[config.mk]
export PLATFORM = sky130hd
export DESIGN_NAME = i2c_master_register_access
export DESIGN_NICKNAME = d
export VERILOG_FILES = /design/src/i2cm_pkg.sv /design/src/i2cm_cfg_regs.sv /design/src/i2cm_engine.sv /design/src/i2c_master_register_access.sv
export VERILOG_INCLUDE_DIRS = /design/src /design/src/src
export SDC_FILE = /design/constraint.sdc
export NUM_CORES = 1
export LEC_CHECK = 0
export BUFFER_PORTS_ARGS = -buffer_cell sky130_fd_sc_hd__buf_2
export CAP_MARGIN = 20
export CORE_ASPECT_RATIO = 1.5
export CORE_MARGIN = 2
export CORE_UTILIZATION = 47
export CTS_BUF_LIST = sky130_fd_sc_hd__clkbuf_8
export DETAILED_ROUTE_END_ITERATION = 6
export PLACE_DENSITY_LB_ADDON = 0.25
export SKIP_LAST_GASP = 1
export SYNTH_ARGS = -nofsm -noshare
export SYNTH_HDL_FRONTEND = slang
export SYNTH_SLANG_ARGS = --single-unit
[constraint.sdc]
create_clock -name clk -period 5 [get_ports clk]
set_clock_uncertainty 0.05 [all_clocks]
set_input_delay 0.5 -clock clk [delete_from_list [all_inputs] [get_ports clk]]
set_output_delay 0.5 -clock clk [all_outputs]
set_load 0.005 [all_outputs]
[src/i2c_master_register_access_macros.svh]
// ----------------------------------------------------------------------------
// i2c master register access assertion macros
// Shared concurrent assertion forms used by the sequencer engine module.
// ----------------------------------------------------------------------------
`ifndef I2C_MASTER_REGISTER_ACCESS_MACROS_SVH
`define I2C_MASTER_REGISTER_ACCESS_MACROS_SVH

// same-cycle implication, checked outside reset
`define I2CM_ASSERT_SAME(label, clk, rst, ante, cons) \
  label: assert property (@(posedge clk) disable iff (rst) (ante) |-> (cons)) \
    else $error("i2cm same-cycle check failed");

// next-cycle implication, checked outside reset
`define I2CM_ASSERT_NEXT(label, clk, rst, ante, cons) \
  label: assert property (@(posedge clk) disable iff (rst) (ante) |=> (cons)) \
    else $error("i2cm next-cycle check failed");

`endif

[src/i2cm_pkg.sv]
// ----------------------------------------------------------------------------
// i2cm_pkg
// Types, codes and reset constants shared by the i2c master controller.
// ----------------------------------------------------------------------------
package i2cm_pkg;

  // default width of the bus timing counter
  localparam int TIMER_WIDTH_DEFAULT = 16;

  // configuration port
  localparam int CFG_DATA_WIDTH = 16;
  localparam int CFG_INDEX_WIDTH = 3;

  typedef enum logic [CFG_INDEX_WIDTH-1:0] {
    CFG_HIGH_TIME        = 3'd0,
    CFG_LOW_TIME         = 3'd1,
    CFG_START_SETUP_TIME = 3'd2,
    CFG_DATA_SETUP_TIME  = 3'd3,
    CFG_DATA_HOLD_TIME   = 3'd4,
    CFG_VALID_TIME       = 3'd5,
    CFG_CLAIM_TIMEOUT    = 3'd6
  } cfg_index_t;

  // register reset values, in ticks
  localparam logic [15:0] RST_HIGH_TIME        = 16'd40;
  localparam logic [15:0] RST_LOW_TIME         = 16'd47;
  localparam logic [15:0] RST_START_SETUP_TIME = 16'd47;
  localparam logic [15:0] RST_DATA_SETUP_TIME  = 16'd3;
  localparam logic [15:0] RST_DATA_HOLD_TIME   = 16'd50;
  localparam logic [15:0] RST_VALID_TIME       = 16'd35;
  localparam logic [15:0] RST_CLAIM_TIMEOUT    = 16'd100;

  // command codes
  localparam logic [1:0] CMD_NONE  = 2'd0;
  localparam logic [1:0] CMD_WRITE = 2'd1;
  localparam logic [1:0] CMD_READ  = 2'd2;
  localparam logic [1:0] CMD_READ2 = 2'd3;

  // error flag bit positions
  localparam int ERR_NACK_BIT  = 0;
  localparam int ERR_CLAIM_BIT = 1;
  localparam int ERR_ARB_BIT   = 2;

  // bus sequencer phases
  typedef enum logic [4:0] {
    PH_IDLE       = 5'd0,
    PH_CLAIM_BUF  = 5'd1,
    PH_CLAIM_POLL = 5'd2,
    PH_ST_SETUP   = 5'd3,
    PH_ST_HOLD    = 5'd4,
    PH_TX_LOW     = 5'd5,
    PH_TX_SETUP   = 5'd6,
    PH_TX_HIGH    = 5'd7,
    PH_TX_HOLD    = 5'd8,
    PH_ACK_VALID  = 5'd9,
    PH_ACK_HIGH   = 5'd10,
    PH_RX_LOW     = 5'd11,
    PH_RX_HIGH    = 5'd12,
    PH_RX_LOWBIT  = 5'd13,
    PH_RA_SETUP   = 5'd14,
    PH_RA_HIGH    = 5'd15,
    PH_RA_LOW     = 5'd16,
    PH_SP_RISE    = 5'd17,
    PH_SP_HOLD    = 5'd18,
    PH_SP_BUF     = 5'd19
  } phase_t;

  // bus timing registers
  typedef struct packed {
    logic [15:0] high_time;
    logic [15:0] low_time;
    logic [15:0] start_setup_time;
    logic [15:0] data_setup_time;
    logic [15:0] data_hold_time;
    logic [15:0] valid_time;
    logic [15:0] claim_timeout;
  } timing_t;

  // one tick of input
  typedef struct packed {
    logic [1:0] command;
    logic [6:0] device_addr;
    logic [7:0] reg_offset;
    logic [7:0] write_data;
    logic       sda_in;
    logic       scl_in;
  } cmd_item_t;

  // one tick of result
  typedef struct packed {
    logic        scl_drive;
    logic        sda_drive;
    logic        busy_res;
    logic        done_res;
    logic [15:0] read_data;
    logic        err_nack;
    logic        err_claim;
    logic        err_arbitration;
  } res_item_t;

endpackage

[src/i2cm_cfg_regs.sv]
// ----------------------------------------------------------------------------
// i2cm_cfg_regs
// Bus timing register file, written through a plain write port.
// ----------------------------------------------------------------------------
module i2cm_cfg_regs (
  input  logic                                 clk,
  input  logic                                 rst,
  input  logic                                 cfg_write,
  input  logic [i2cm_pkg::CFG_INDEX_WIDTH-1:0] cfg_index,
  input  logic [i2cm_pkg::CFG_DATA_WIDTH-1:0]  cfg_data,
  output i2cm_pkg::timing_t                    timing
);
  import i2cm_pkg::*;

  // register writes, out-of-range indexes are dropped
  always_ff @(posedge clk) begin
    if (rst) begin
      timing.high_time        <= RST_HIGH_TIME;
      timing.low_time         <= RST_LOW_TIME;
      timing.start_setup_time <= RST_START_SETUP_TIME;
      timing.data_setup_time  <= RST_DATA_SETUP_TIME;
      timing.data_hold_time   <= RST_DATA_HOLD_TIME;
      timing.valid_time       <= RST_VALID_TIME;
      timing.claim_timeout    <= RST_CLAIM_TIMEOUT;
    end else if (cfg_write) begin
      unique case (cfg_index)
        CFG_HIGH_TIME:        timing.high_time        <= cfg_data;
        CFG_LOW_TIME:         timing.low_time         <= cfg_data;
        CFG_START_SETUP_TIME: timing.start_setup_time <= cfg_data;
        CFG_DATA_SETUP_TIME:  timing.data_setup_time  <= cfg_data;
        CFG_DATA_HOLD_TIME:   timing.data_hold_time   <= cfg_data;
        CFG_VALID_TIME:       timing.valid_time       <= cfg_data;
        CFG_CLAIM_TIMEOUT:    timing.claim_timeout    <= cfg_data;
        default: ;
      endcase
    end
  end

endmodule

[src/i2cm_engine.sv]
// ----------------------------------------------------------------------------
// i2cm_engine
// Bus sequencer state and the single-tick step logic that advances it.
// ----------------------------------------------------------------------------
`include "i2c_master_register_access_macros.svh"

module i2cm_engine #(
  parameter int TIMER_WIDTH = i2cm_pkg::TIMER_WIDTH_DEFAULT
) (
  input  logic                clk,
  input  logic                rst,
  input  logic                step_en,
  input  i2cm_pkg::cmd_item_t item,
  input  i2cm_pkg::timing_t   timing,
  output i2cm_pkg::res_item_t result
);
  import i2cm_pkg::*;

  localparam int CmpWidth = (TIMER_WIDTH > 16) ? TIMER_WIDTH : 16;

  typedef enum logic [1:0] {
    ACT_TX,
    ACT_RESTART,
    ACT_RX,
    ACT_STOP
  } step_act_t;

  // sequencer state
  phase_t                 phase, phase_next;
  logic [TIMER_WIDTH-1:0] wait_count, wait_count_next;
  logic [3:0]             bit_count, bit_count_next;
  logic [2:0]             byte_step, byte_step_next;
  logic [7:0]             shift_byte, shift_byte_next;
  logic [15:0]            gathered_data, gathered_data_next;
  logic [1:0]             held_command, held_command_next;
  logic [6:0]             held_slave, held_slave_next;
  logic [7:0]             held_register, held_register_next;
  logic [7:0]             held_write_byte, held_write_byte_next;
  logic [2:0]             error_bits, error_bits_next;
  logic                   scl_out, scl_out_next;
  logic                   sda_out, sda_out_next;
  logic                   done_next;

  logic [15:0]            delay_sel;
  logic                   reached;
  logic [TIMER_WIDTH-1:0] wait_inc;
  logic [2:0]             step_inc;
  step_act_t              step_act;
  logic                   take_step;

  // byte sent at a given step of the transaction
  function automatic logic [7:0] tx_byte(input logic [2:0] step, input logic [1:0] cmd,
                                         input logic [6:0] slave, input logic [7:0] regs,
                                         input logic [7:0] wbyte);
    logic [7:0] b;
    if (step == 3'd0) begin
      b = {slave, 1'b0};
    end else if (step == 3'd1) begin
      b = regs;
    end else if (cmd == CMD_WRITE) begin
      b = wbyte;
    end else begin
      b = {slave, 1'b1};
    end
    return b;
  endfunction

  // delay register for the current phase
  always_comb begin
    unique case (phase)
      PH_CLAIM_BUF, PH_TX_LOW, PH_RX_LOW, PH_RX_LOWBIT,
      PH_RA_LOW, PH_SP_BUF:                          delay_sel = timing.low_time;
      PH_CLAIM_POLL:                                 delay_sel = timing.claim_timeout;
      PH_ST_SETUP:                                   delay_sel = timing.start_setup_time;
      PH_ST_HOLD, PH_TX_HIGH, PH_ACK_HIGH,
      PH_RA_HIGH, PH_SP_HOLD:                        delay_sel = timing.high_time;
      PH_TX_SETUP, PH_RA_SETUP:                      delay_sel = timing.data_setup_time;
      PH_TX_HOLD:                                    delay_sel = timing.data_hold_time;
      PH_ACK_VALID, PH_RX_HIGH:                      delay_sel = timing.valid_time;
      default:                                       delay_sel = '0;
    endcase
  end

  // delay reached; a delay beyond the timer saturates at the all-ones count
  assign reached  = (CmpWidth'(wait_count) >= CmpWidth'(delay_sel)) || (&wait_count);
  assign wait_inc = wait_count + TIMER_WIDTH'(1);

  // what follows an acknowledged or received byte
  assign step_inc = byte_step + 3'd1;
  always_comb begin
    if (held_command == CMD_WRITE) begin
      step_act = (step_inc <= 3'd2) ? ACT_TX : ACT_STOP;
    end else if (step_inc == 3'd1) begin
      step_act = ACT_TX;
    end else if (step_inc == 3'd2) begin
      step_act = ACT_RESTART;
    end else if (step_inc == 3'd3 || (step_inc == 3'd4 && held_command == CMD_READ2)) begin
      step_act = ACT_RX;
    end else begin
      step_act = ACT_STOP;
    end
  end

  // next state
  always_comb begin
    phase_next           = phase;
    wait_count_next      = wait_count;
    bit_count_next       = bit_count;
    byte_step_next       = byte_step;
    shift_byte_next      = shift_byte;
    gathered_data_next   = gathered_data;
    held_command_next    = held_command;
    held_slave_next      = held_slave;
    held_register_next   = held_register;
    held_write_byte_next = held_write_byte;
    error_bits_next      = error_bits;
    scl_out_next         = scl_out;
    sda_out_next         = sda_out;
    done_next            = 1'b0;
    take_step            = 1'b0;

    unique case (phase)
      PH_IDLE: begin
        scl_out_next = 1'b1;
        sda_out_next = 1'b1;
        if (item.command != CMD_NONE) begin
          held_command_next    = item.command;
          held_slave_next      = item.device_addr;
          held_register_next   = item.reg_offset;
          held_write_byte_next = item.write_data;
          if (item.command != CMD_WRITE) gathered_data_next = '0;
          byte_step_next  = '0;
          bit_count_next  = '0;
          wait_count_next = '0;
          phase_next      = PH_CLAIM_BUF;
        end
      end
      PH_CLAIM_BUF: begin
        if (reached) begin
          wait_count_next = '0;
          phase_next      = PH_CLAIM_POLL;
        end else begin
          wait_count_next = wait_inc;
        end
      end
      PH_CLAIM_POLL: begin
        if (item.sda_in && item.scl_in) begin
          wait_count_next = '0;
          phase_next      = PH_ST_SETUP;
        end else if (reached) begin
          error_bits_next[ERR_CLAIM_BIT] = 1'b1;
          wait_count_next = '0;
          phase_next      = PH_ST_SETUP;
        end else begin
          wait_count_next = wait_inc;
        end
      end
      PH_ST_SETUP: begin
        if (reached) begin
          wait_count_next = '0;
          sda_out_next    = 1'b0;
          phase_next      = PH_ST_HOLD;
        end else begin
          wait_count_next = wait_inc;
        end
      end
      PH_ST_HOLD: begin
        if (reached) begin
          wait_count_next = '0;
          scl_out_next    = 1'b0;
          shift_byte_next = tx_byte(byte_step, held_command, held_slave,
                                    held_register, held_write_byte);
          bit_count_next  = '0;
          phase_next      = PH_TX_LOW;
        end else begin
          wait_count_next = wait_inc;
        end
      end
      PH_TX_LOW: begin
        if (reached) begin
          wait_count_next = '0;
          sda_out_next    = shift_byte[7];
          phase_next      = PH_TX_SETUP;
        end else begin
          wait_count_next = wait_inc;
        end
      end
      PH_TX_SETUP: begin
        if (reached) begin
          wait_count_next = '0;
          scl_out_next    = 1'b1;
          phase_next      = PH_TX_HIGH;
        end else begin
          wait_count_next = wait_inc;
        end
      end
      PH_TX_HIGH: begin
        // arbitration check on the first tick of the high phase
        if (wait_count == '0 && shift_byte[7] && !item.sda_in) begin
          error_bits_next[ERR_ARB_BIT] = 1'b1;
        end
        if (!reached) begin
          wait_count_next = wait_inc;
        end else if (item.scl_in) begin
          wait_count_next = '0;
          scl_out_next    = 1'b0;
          shift_byte_next = {shift_byte[6:0], 1'b0};
          bit_count_next  = bit_count + 4'd1;
          phase_next      = PH_TX_HOLD;
        end
      end
      PH_TX_HOLD: begin
        if (reached) begin
          wait_count_next = '0;
          if (bit_count[3]) begin
            sda_out_next = 1'b1;
            scl_out_next = 1'b1;
            phase_next   = PH_ACK_VALID;
          end else begin
            sda_out_next = shift_byte[7];
            phase_next   = PH_TX_SETUP;
          end
        end else begin
          wait_count_next = wait_inc;
        end
      end
      PH_ACK_VALID: begin
        if (!reached) begin
          wait_count_next = wait_inc;
        end else if (item.scl_in) begin
          wait_count_next = '0;
          if (item.sda_in) error_bits_next[ERR_NACK_BIT] = 1'b1;
          phase_next = PH_ACK_HIGH;
        end
      end
      PH_ACK_HIGH: begin
        if (reached) begin
          wait_count_next = '0;
          scl_out_next    = 1'b0;
          sda_out_next    = 1'b0;
          take_step       = 1'b1;
        end else begin
          wait_count_next = wait_inc;
        end
      end
      PH_RX_LOW: begin
        if (reached) begin
          wait_count_next = '0;
          sda_out_next    = 1'b1;
          scl_out_next    = 1'b1;
          shift_byte_next = '0;
          bit_count_next  = '0;
          phase_next      = PH_RX_HIGH;
        end else begin
          wait_count_next = wait_inc;
        end
      end
      PH_RX_HIGH: begin
        if (!reached) begin
          wait_count_next = wait_inc;
        end else if (item.scl_in) begin
          wait_count_next = '0;
          shift_byte_next = {shift_byte[6:0], item.sda_in};
          bit_count_next  = bit_count + 4'd1;
          scl_out_next    = 1'b0;
          phase_next      = PH_RX_LOWBIT;
        end
      end
      PH_RX_LOWBIT: begin
        if (reached) begin
          wait_count_next = '0;
          if (bit_count[3]) begin
            // ack the first byte of a two-byte read, nack the last
            sda_out_next = (byte_step == 3'd3 && held_command == CMD_READ2) ? 1'b0 : 1'b1;
            phase_next   = PH_RA_SETUP;
          end else begin
            scl_out_next = 1'b1;
            phase_next   = PH_RX_HIGH;
          end
        end else begin
          wait_count_next = wait_inc;
        end
      end
      PH_RA_SETUP: begin
        if (reached) begin
          wait_count_next = '0;
          scl_out_next    = 1'b1;
          phase_next      = PH_RA_HIGH;
        end else begin
          wait_count_next = wait_inc;
        end
      end
      PH_RA_HIGH: begin
        if (!reached) begin
          wait_count_next = wait_inc;
        end else if (item.scl_in) begin
          wait_count_next = '0;
          scl_out_next    = 1'b0;
          phase_next      = PH_RA_LOW;
        end
      end
      PH_RA_LOW: begin
        if (reached) begin
          wait_count_next = '0;
          sda_out_next    = 1'b0;
          if (byte_step == 3'd3) begin
            gathered_data_next[7:0] = shift_byte;
          end else begin
            gathered_data_next[15:8] = shift_byte;
          end
          take_step = 1'b1;
        end else begin
          wait_count_next = wait_inc;
        end
      end
      PH_SP_RISE: begin
        if (item.scl_in) begin
          wait_count_next = '0;
          phase_next      = PH_SP_HOLD;
        end
      end
      PH_SP_HOLD: begin
        if (reached) begin
          wait_count_next = '0;
          sda_out_next    = 1'b1;
          phase_next      = PH_SP_BUF;
        end else begin
          wait_count_next = wait_inc;
        end
      end
      PH_SP_BUF: begin
        if (reached) begin
          wait_count_next = '0;
          done_next       = 1'b1;
          phase_next      = PH_IDLE;
        end else begin
          wait_count_next = wait_inc;
        end
      end
      default: begin
        phase_next      = PH_IDLE;
        scl_out_next    = 1'b1;
        sda_out_next    = 1'b1;
        wait_count_next = '0;
      end
    endcase

    // advance to the next byte of the transaction
    if (take_step) begin
      byte_step_next = step_inc;
      unique case (step_act)
        ACT_TX: begin
          shift_byte_next = tx_byte(step_inc, held_command, held_slave,
                                    held_register, held_write_byte);
          bit_count_next  = '0;
          phase_next      = PH_TX_LOW;
        end
        ACT_RESTART: begin
          scl_out_next = 1'b1;
          sda_out_next = 1'b1;
          phase_next   = PH_ST_SETUP;
        end
        ACT_RX: begin
          phase_next = PH_RX_LOW;
        end
        ACT_STOP: begin
          scl_out_next = 1'b1;
          phase_next   = PH_SP_RISE;
        end
        default: ;
      endcase
    end
  end

  // result of this tick, seen after the update
  always_comb begin
    result.scl_drive       = scl_out_next;
    result.sda_drive       = sda_out_next;
    result.busy_res        = (phase_next != PH_IDLE);
    result.done_res        = done_next;
    result.read_data       = gathered_data_next;
    result.err_nack        = error_bits_next[ERR_NACK_BIT];
    result.err_claim       = error_bits_next[ERR_CLAIM_BIT];
    result.err_arbitration = error_bits_next[ERR_ARB_BIT];
  end

  // state registers
  always_ff @(posedge clk) begin
    if (rst) begin
      phase           <= PH_IDLE;
      wait_count      <= '0;
      bit_count       <= '0;
      byte_step       <= '0;
      shift_byte      <= '0;
      gathered_data   <= '0;
      held_command    <= CMD_NONE;
      held_slave      <= '0;
      held_register   <= '0;
      held_write_byte <= '0;
      error_bits      <= '0;
      scl_out         <= 1'b1;
      sda_out         <= 1'b1;
    end else if (step_en) begin
      phase           <= phase_next;
      wait_count      <= wait_count_next;
      bit_count       <= bit_count_next;
      byte_step       <= byte_step_next;
      shift_byte      <= shift_byte_next;
      gathered_data   <= gathered_data_next;
      held_command    <= held_command_next;
      held_slave      <= held_slave_next;
      held_register   <= held_register_next;
      held_write_byte <= held_write_byte_next;
      error_bits      <= error_bits_next;
      scl_out         <= scl_out_next;
      sda_out         <= sda_out_next;
    end
  end

  // error flags only ever set
  `I2CM_ASSERT_NEXT(a_errors_sticky, clk, rst, 1'b1, (error_bits | $past(error_bits)) == error_bits)
  // a transaction in flight always holds a real command
  `I2CM_ASSERT_SAME(a_busy_has_command, clk, rst, phase != PH_IDLE, held_command != CMD_NONE)
  // the timer is parked at zero while idle
  `I2CM_ASSERT_SAME(a_idle_timer_clear, clk, rst, phase == PH_IDLE, wait_count == '0)

endmodule

[src/i2c_master_register_access.sv]
// ----------------------------------------------------------------------------
// i2c_master_register_access
// Open-drain I2C master for single and double register reads and writes.
// ----------------------------------------------------------------------------
// Each command item is one bus tick: sampled SDA/SCL plus an optional command.
// The block takes one item per clock while the result is not stalled and
// returns one result per item. An accepted item sits in the input register;
// when the result register is free or being emptied, the step logic updates
// the sequencer and loads its result into the result register. Throughput is
// one item per cycle without result stalls, set by the single-tick step logic
// between those two registers. A stalled result keeps the next item in the
// input register, and from then on the input stalls as long as the result does.
// All bus timings are tick counts from the timing registers; a count beyond
// the timer width saturates at the timer maximum.
// ----------------------------------------------------------------------------
module i2c_master_register_access #(
  parameter int TIMER_WIDTH = i2cm_pkg::TIMER_WIDTH_DEFAULT
) (
  input  logic                                 clk,
  input  logic                                 rst,
  input  logic                                 cfg_write,
  input  logic [i2cm_pkg::CFG_INDEX_WIDTH-1:0] cfg_index,
  input  logic [i2cm_pkg::CFG_DATA_WIDTH-1:0]  cfg_data,
  input  logic                                 cmd_valid,
  output logic                                 cmd_ready,
  input  i2cm_pkg::cmd_item_t                  cmd_item,
  output logic                                 res_valid,
  input  logic                                 res_ready,
  output i2cm_pkg::res_item_t                  res_item
);
  import i2cm_pkg::*;

  timing_t   timing;
  cmd_item_t in_q;
  logic      in_full;
  res_item_t step_res;
  logic      advance;

  // timing registers
  i2cm_cfg_regs u_cfg_regs (
    .clk       (clk),
    .rst       (rst),
    .cfg_write (cfg_write),
    .cfg_index (cfg_index),
    .cfg_data  (cfg_data),
    .timing    (timing)
  );

  // the held item steps when the result slot is free or being emptied
  assign advance   = in_full && (!res_valid || res_ready);
  assign cmd_ready = !in_full || advance;

  // input register
  always_ff @(posedge clk) begin
    if (rst) begin
      in_full <= 1'b0;
    end else if (cmd_ready) begin
      in_full <= cmd_valid;
    end
  end

  always_ff @(posedge clk) begin
    if (cmd_valid && cmd_ready) begin
      in_q <= cmd_item;
    end
  end

  // bus sequencer
  i2cm_engine #(
    .TIMER_WIDTH (TIMER_WIDTH)
  ) u_engine (
    .clk     (clk),
    .rst     (rst),
    .step_en (advance),
    .item    (in_q),
    .timing  (timing),
    .result  (step_res)
  );

  // result register
  always_ff @(posedge clk) begin
    if (rst) begin
      res_valid <= 1'b0;
    end else if (advance) begin
      res_valid <= 1'b1;
    end else if (res_ready) begin
      res_valid <= 1'b0;
    end
  end

  always_ff @(posedge clk) begin
    if (advance) begin
      res_item <= step_res;
    end
  end

endmodule

; Word level (Yosys, flattened, before mapping)
; Cells that the tools add are included.
[word_totals]
register_bits = 246
[op_classes]
n_addsub = 3
magnitude_cmp = 2
n_eq_ne = 38
mux = 105
reduce_logical = 53
[op_table]
columns = cell, n
row1 = $mux 16, 8
row2 = $mux 5, 24
row3 = $mux 8, 15
row4 = $pmux 16 s7, 1
row5 = $pmux 5 s19, 1
row6 = $pmux 16 s5, 1
row7 = $eq 5x4->1 const B, 8
row8 = $mux 1, 34
row9 = $pmux 16 s2, 1
row10 = $pmux 8 s4, 1
row11 = $mux 4, 7
row12 = $eq 5x3->1 const B, 4
row13 = $eq 5x5->1 const B, 4
row14 = $pmux 5 s4, 1
row15 = $add 16x1->16 const B, 1
row16 = $ge 16x16->1, 1
row17 = $logic_not 16->1, 1
row18 = $reduce_and 16->1, 1
row19 = $reduce_and 2->1, 8
row20 = $reduce_or 2->1, 8
row21 = $eq 3x2->1 const B, 5
row22 = $reduce_or 13->1, 1
row23 = $eq 3x3->1 const B, 4
row24 = $pmux 1 s6, 2
row25 = other kinds (27), 59

; Longest topological paths before layout
; Gate-level depths: netlist of run 1.
[depth]
word_depth = 12
ltp_mapped = 21

; Cells and area by module
; Synthesis of run 1 repeated with hierarchy kept, for this count alone.
[hier_totals]
cells_unflattened = 1364
area_unflattened_um2 = 12655.9
[modules_own_cells]
columns = module, n_inst, cells_per_inst, area_per_inst_um2
row1 = i2cm_engine, 1, 903, 6643.9
row2 = i2cm_cfg_regs, 1, 401, 4406.7
row3 = i2c_master_register_access, 1, 60, 1605.3

; Worst setup path before layout of run 1
; Ideal clock, no wire load.
[synth_timing]
path_type = reg-to-reg
from = register u_engine.phase[1]
to = register res_item[20] in the netlist's numbering (data pin)
setup_time_ps = 270
arrival_ps = 4191
path_slack_ps = 489
stages_incl_launch_ff = 21
path_buffers = 5
synth_period_minus_slack_ps = 4511
path_cell_list = dfxtp_1 > clkbuf_1 > or2_2 > clkbuf_1 > nor3_1 > or2_2 > clkbuf_1 > clkbuf_1 > nand2_1 > nand3_1 > a221oi_1 > ha_1 > nor2b_1 > o211ai_1 > a311oi_4 > or4_4 > buf_6 > and2_2 > a22o_1 > o31ai_1 > nand3_1
[synth_rtl]
columns = item, line
row1 = "start, declared", i2cm_engine.sv:29  ; phase_t phase, phase_next;
row2 = "start signal, assigned", i2cm_engine.sv:404  ; phase <= phase_next;
row3 = "end signal, assigned", i2c_master_register_access.sv:93  ; res_item <= step_res;
row4 = "end, declared", i2c_master_register_access.sv:29  ; output i2cm_pkg::res_item_t res_item

==> flow_summary.yaml, run 1 <==
outcome:
  outcome: "complete, no violations"
timing:
  max_freq_ghz: 0.2088
  post-route-min-period_ps: 4790
  setup_viol_count_final: 0
  maxSlewViolCount: 0
  finalSetupTns_ps: 0
  grt_setup_unrepaired: "true"
  timing.max_slew.rel_slack_pct: 41.60
  report.final.hold_viol_count: 0
  timing_worst_slew_pin_value_ps: 876.1
  layout_worst_path_cycle_share_pct: 95.79
clock_network:
  ctsHtreeMaxLevel: 2
  clock_path_buffers: 3
  holdBufCountCts: 0
  cts.sinks: 246
  clk-insertion-delay-late_ps: 560
  cts_tree: "done"
  post_cts_buffers: 0
  cts_root_buffer: "clkbuf_8"
  clk_transition_reported_paths_ps: 60
  cts_inserted_buffers: 39
synth:
  synth-warning-count: 0
  synth_area_per_cell_um2: 8.252
  synth.largest_area_cell: "dfxtp_1"
  synth_area_leaders: "dfxtp_1, edfxtp_1, nand2_1"
  cell_count_after_synthesis: 1432
  synth_top_cell_area_share_pct: 33.21
  postSynthRegisterBits: 246
  async_flop_share_pct: 0
  synthFlopType: "dfxtp_1"
  synth.net_count: 1514
  seq_area_frac_synth_pct: 45.91
  post_synth_num_cell_types: 77
  netlist_area_mm2: 0.01182
  synth_enable_flop_cells: 50
place:
  placement.cell_area_mm2: 0.01267
  placed_instances: 1796
  buffer_ports.inserted: 75
  gp_routability_congestion: 1.005
  dp.final_hpwl_mm: 24.46
final_layout:
  layout.cells.most_common_list: "nand2_1, dfxtp_1, a21oi_1"
  final.fill_count: 2406
  design_area_mm2: 0.01349
  layout-area-overhead-vs-synth_pct: 14.17
  layout_commonest_cell: "nand2_1"
  layout_cells_sized_above_1_pct: 14.76
  register_area_mm2: 0.005426
  final_nets: 1591
  antenna_cells_inserted: 0
  multi_input_area_mm2: 0.006000
  finalNonFillerCells: 1866
worst_setup_path:
  arrival_ps: 5010
  critPathKind: "reg2reg"
  cp_max_fo: 23
  max_stage_delay_ps: 680
  timing.critical_path.slowest_stage_cell: "or4_4"
  setup.worst_path.start_class: "flip-flop"
  critPathCaptureType: "flip-flop"
  worst-endpoint-required_ps: 5220
  path_cells: "nor2b_1 > nand2_1 > o21ai_0 > mux2i_1 > o22ai_1 > buf_4 > a221oi_1 > ha_1 > a21oi_1 > o21a_1 > o221ai_2 > or4_4 > and2_2 > a22o_1 > o31ai_1 > nand3_1"
  critical_path.top_delay_family: "simple AND/OR/NAND/NOR gates"
  worst_path_bufs_invs: 1
global_routing:
  first_global_vias: 10494
  antenna_found_initial: 0
  wire_length_of_the_first_global_routing_pass_mm: 55.34
  maximum_number_of_pins_on_one_net_before_global_route_repair: 75
  grt_usage_pct: 26.19
  globalRoute.totalOverflow: 0
routing:
  wl_mm: 34.84
  post_drt_via_cell_ratio: 5.867
  drtPass1Iterations: 5
  drt.antenna.violating_nets: 0
  num_vias: 10948
  avgRoutedWirePerCell_um: 18.67
  dr.first_iter.drc_count: 714
  drc: 0
worst_hold_path:
  worstHoldPathType: "in2reg"
floorplan:
  initial_utilization_pct: 47.51
  floorplan.die.height_um: 198.2
  coreArea_mm2: 0.02487
  floorplan.die.width_um: 133.5
  io_pins: 76
  die_area_mm2: 0.02645
  floorplan.rows: 71
pwr:
  total_leakage_power_nw: 5.132
  power.total_mw: 4.572
  powerDensity_mw_per_mm2: 338.9
  max-vdd-ir-drop_mv: 0.2425
job:
  cap_violations: 0
-- flip-flops by register name, summed over array words and instances (netlist names), 4 cells and up --
register / count
u_cfg_regs.timing: 112
u_engine.held_register: 8
res_item: 23
u_engine.bit_count: 4
u_engine.held_slave: 7
u_engine.held_write_byte: 8
u_engine.gathered_data: 16
in_q: 27
u_engine.phase: 5
u_engine.shift_byte: 8
u_engine.wait_count: 16
-- stage by stage --
| stage | hold WS, ps | utilization [%] | worst slack, ps |
|---|---|---|---|
| 2_1_floorplan | 386.0 | - | 488.8 |
| 3_3_place_gp | 391.2 | 50.90 | 106.5 |
| 3_5_place_dp | 396.6 | 50.93 | 194.7 |
| 4_1_cts | 30.69 | 54.11 | 123.2 |
| 5_1_grt | 38.38 | 54.24 | -47.21 |
| 6_report | 63.93 | 54.24 | 210.5 |
-- cells by family (layout without fill, tap and decap cells) --
| group | count (synthesis) | after routing | share of synthesized area [%] |
|---|---|---|---|
| buffers and inverters | 111 | 217 | 3.833 |
| adder cells (fa/ha/maj) | 31 | 31 | 3.282 |
| AO/OA/AOI/OAI | 434 | 434 | 23.73 |
| AND/OR/NAND/NOR | 599 | 599 | 22.29 |
| multiplexers | 11 | 11 | 0.9530 |
| flip-flops | 246 | 246 | 45.91 |
-- cell usage after synthesis, types with 5 or more instances --
master	count
a211oi_1	6
a21oi_1	177
a221oi_1	18
a22o_1	19
a22oi_1	43
a31oi_1	16
and2_1	5
and3_1	11
buf_1	5
buf_2	11
clkbuf_1	69
dfxtp_1	196
edfxtp_1	50
ha_1	31
inv_1	18
mux2i_1	9
nand2_1	347
nand2b_1	13
nand3_1	60
nand3b_1	5
nor2_1	86
nor2b_1	14
nor3_1	21
o211ai_1	5
o21ai_0	48
o21ai_1	8
o21ba_1	8
o21ba_2	8
o221ai_1	7
o22ai_1	26
or2_2	5
-- power by group --
part	total [mW]	switching [mW]	internal, mW
Clock	1.75	0.804	0.945
Combinational	0.675	0.433	0.242
Sequential	2.15	0.0458	2.10
-- layout make-up --
cell class / count / share of cell area, %
Tap cell: 328 / 3.042
Inverter: 22 / 0.6121
Sequential cell: 246 / 40.22
Clock inverter: 24 / 1.187
Timing Repair Buffer: 125 / 5.769
Multi-Input combinational cell: 1075 / 44.47
Clock buffer: 46 / 4.693
-- layer usage --
layer	global-route usage (%)	vias to the layer above	part of all wire, %
met1	30.06	5178	39
met3	3.610	92	5.6
met2	47.46	395	52
li1	-	5283	-
met4	13.00	0	4.2
met5	0	-	0
-- final timing paths --
| kind | cells after the start | slack, ps | start | to |
|---|---|---|---|---|
| setup / recovery | 16 | 210 | u_engine.phase[3] | res_item[20] |
| hold / removal | 1 | 60 | cmd_item[21] | in_q[21] |
| setup reg to reg | 16 | 210 | u_engine.phase[3] | res_item[20] |
| hold reg to reg | 2 | 400 | u_cfg_regs.timing[51] | u_cfg_regs.timing[51] |
-- what timing repair did --
item	CTS	global route
endpoints found under the setup margin	0	28
hold endpoints to repair	0	0
resized for setup	0	5
(Power assumes the default switching activity.)
==> inputs of run 2 (changes only) <==
Settings changed: CTS_BUF_LIST sky130_fd_sc_hd__clkbuf_8 to sky130_fd_sc_hd__clkbuf_16, GPL_TIMING_DRIVEN set to 0.
==> flow_summary.yaml, run 2 (synthesis gave the netlist of run 1 again) <==
outcome:
  outcome: "complete, no violations"
routing:
  num_vias: 11199
  avgRoutedWirePerCell_um: 19.98
  drc: 0
  drt.antenna.violating_nets: 0
  wl_mm: 37.58
  drtPass1Iterations: 6
  dr.first_iter.drc_count: 827
  post_drt_via_cell_ratio: 5.954
timing:
  max_freq_ghz: 0.2070
  finalSetupTns_ps: 0
  maxSlewViolCount: 0
  report.final.hold_viol_count: 0
  timing_worst_slew_pin_value_ps: 984.5
  timing.max_slew.rel_slack_pct: 33.86
  post-route-min-period_ps: 4832
  setup_viol_count_final: 0
  layout_worst_path_cycle_share_pct: 96.64
global_routing:
  wire_length_of_the_first_global_routing_pass_mm: 58.39
  first_global_vias: 10900
  antenna_found_initial: 0
  grt_usage_pct: 28.02
  globalRoute.totalOverflow: 0
  maximum_number_of_pins_on_one_net_before_global_route_repair: 33
final_layout:
  multi_input_area_mm2: 0.006138
  layout_commonest_cell: "nand2_1"
  registers.top_by_ff_count: "u_cfg_regs.timing"
  layout.cells.most_common_list: "nand2_1, dfxtp_1, a21oi_1"
  layout_cells_sized_above_1_pct: 13.46
  register_area_mm2: 0.005431
  final_nets: 1618
  final.fill_count: 2387
  layout-area-overhead-vs-synth_pct: 15.71
  antenna_cells_inserted: 0
  flip_flop_count_of_the_largest_register_all_copies_and_words_added: 112
  largest_registers: "u_cfg_regs.timing x112, in_q x27, res_item x23"
pwr:
  max-vdd-ir-drop_mv: 0.4009
  power.total_mw: 4.629
  powerDensity_mw_per_mm2: 338.6
  switching_power_mw: 1.317
  share_clk_of_total_power_pct: 38.1
  power.sequential.fraction_pct: 46.4
  sw_frac_of_total_pct: 28.44
  internal_power_mw: 3.313
  total_leakage_power_nw: 5.101
  power.share.combinational_pct: 15.6
worst_setup_path:
  setup.worst_path.start_class: "flip-flop"
  cp_max_fo: 10
  worst-endpoint-required_ps: 5220
  critPathKind: "reg2reg"
  critPathCaptureType: "flip-flop"
  arrival_ps: 5050
place:
  dp.final_hpwl_mm: 28.12
  gp_routability_congestion: 0.9720
  buffer_ports.inserted: 74
clock_network:
  clk_transition_reported_paths_ps: 60
  cts_tree: "done"
  holdBufCountCts: 0
  clk-insertion-delay-late_ps: 550
  cts_inserted_buffers: 25
  cts.sinks: 246
  ctsHtreeMaxLevel: 1
  clock_path_buffers: 3
  cts_root_buffer: "clkbuf_16"
floorplan:
  floorplan.rows: 71
  coreArea_mm2: 0.02487
  floorplan.die.width_um: 133.5
  floorplan.die.height_um: 198.2
  die_area_mm2: 0.02645
  io_pins: 76
  initial_utilization_pct: 47.51
worst_hold_path:
  worstHoldPathType: "in2reg"
job:
  cap_violations: 0
-- run 2: layout make-up --
type	count	area share (%)
multi-input cells	1075	44.89
repair buffers	83	3.313
clock inverters	19	0.9425
clock buffers	25	4.575
plain buffers	83	2.919
inverters	22	0.6314
well taps	328	3.001
flip-flops and latches	246	39.72
-- run 2: final timing paths --
check                                      startpoint               endpoint  slack (ps)  depth (start not counted)
worst max-delay path                u_engine.phase[2]           res_item[20]         170                         18
worst max register to register      u_engine.phase[2]           res_item[20]         170                         18
worst min register to register  u_cfg_regs.timing[54]  u_cfg_regs.timing[54]         400                          2
worst min-delay path                     cmd_item[21]               in_q[21]          70                          1
-- run 2: routing by layer --
layer | vias to the layer above | wire length [um] | global-route usage [%]
met5 | - | 0 | 0
met4 | 0 | 2209 | 16.59
met3 | 128 | 2001 | 3.405
met2 | 432 | 19600 | 52.25
met1 | 5292 | 13770 | 30.10
li1 | 5347 | - | -
-- run 2: power by group through the flow --
stage,combinational (mW),clock [mW],sequential [mW]
2_1_floorplan,0.438,0,2.17
3_3_place_gp,0.665,0,2.18
3_5_place_dp,0.673,0,2.18
4_1_cts,0.685,1.78,2.14
5_1_grt,0.780,1.86,2.15
6_report,0.721,1.76,2.15
-- run 2: critical path, cell delays in order, from the launching register on --
cell	delay, ps
dfxtp_1	360
buf_2	270
clkinv_1	360
nor2_1	300
mux2i_1	150
o22ai_4	270
buf_6	240
a221oi_4	100
ha_1	330
nand4_1	130
or3_4	440
a311oi_4	340
or4_4	210
buf_6	140
clkbuf_4	220
o21ai_0	100
a31oi_1	290
and3_1	200
nand3_1	60
-- run 2: stage by stage --
step / worst slack [ps] / cells / util [%] / hold slack (ps) / area (um^2)
detailed placement: -1094 / 1837 / 50.80 / 397.5 / 12640
finish: 168.2 / 1881 / 54.97 / 73.55 / 13670
CTS: 4.478 / 1876 / 54.27 / 59.09 / 13500
global route: -36.93 / 1881 / 54.97 / 55.75 / 13670
global placement: -1420 / 1834 / 50.64 / 391.1 / 12600
floorplan: 488.8 / 1432 / - / 386.0 / 11820
-- run 2: what timing repair did --
item / in CTS / in global routing
setup buffers: 0 / 6
hold endpoints to repair: 0 / 0
setup endpoints to repair: 78 / 70
pin swaps: 0 / 5
resized for setup: 35 / 40
gates cloned: 0 / 0
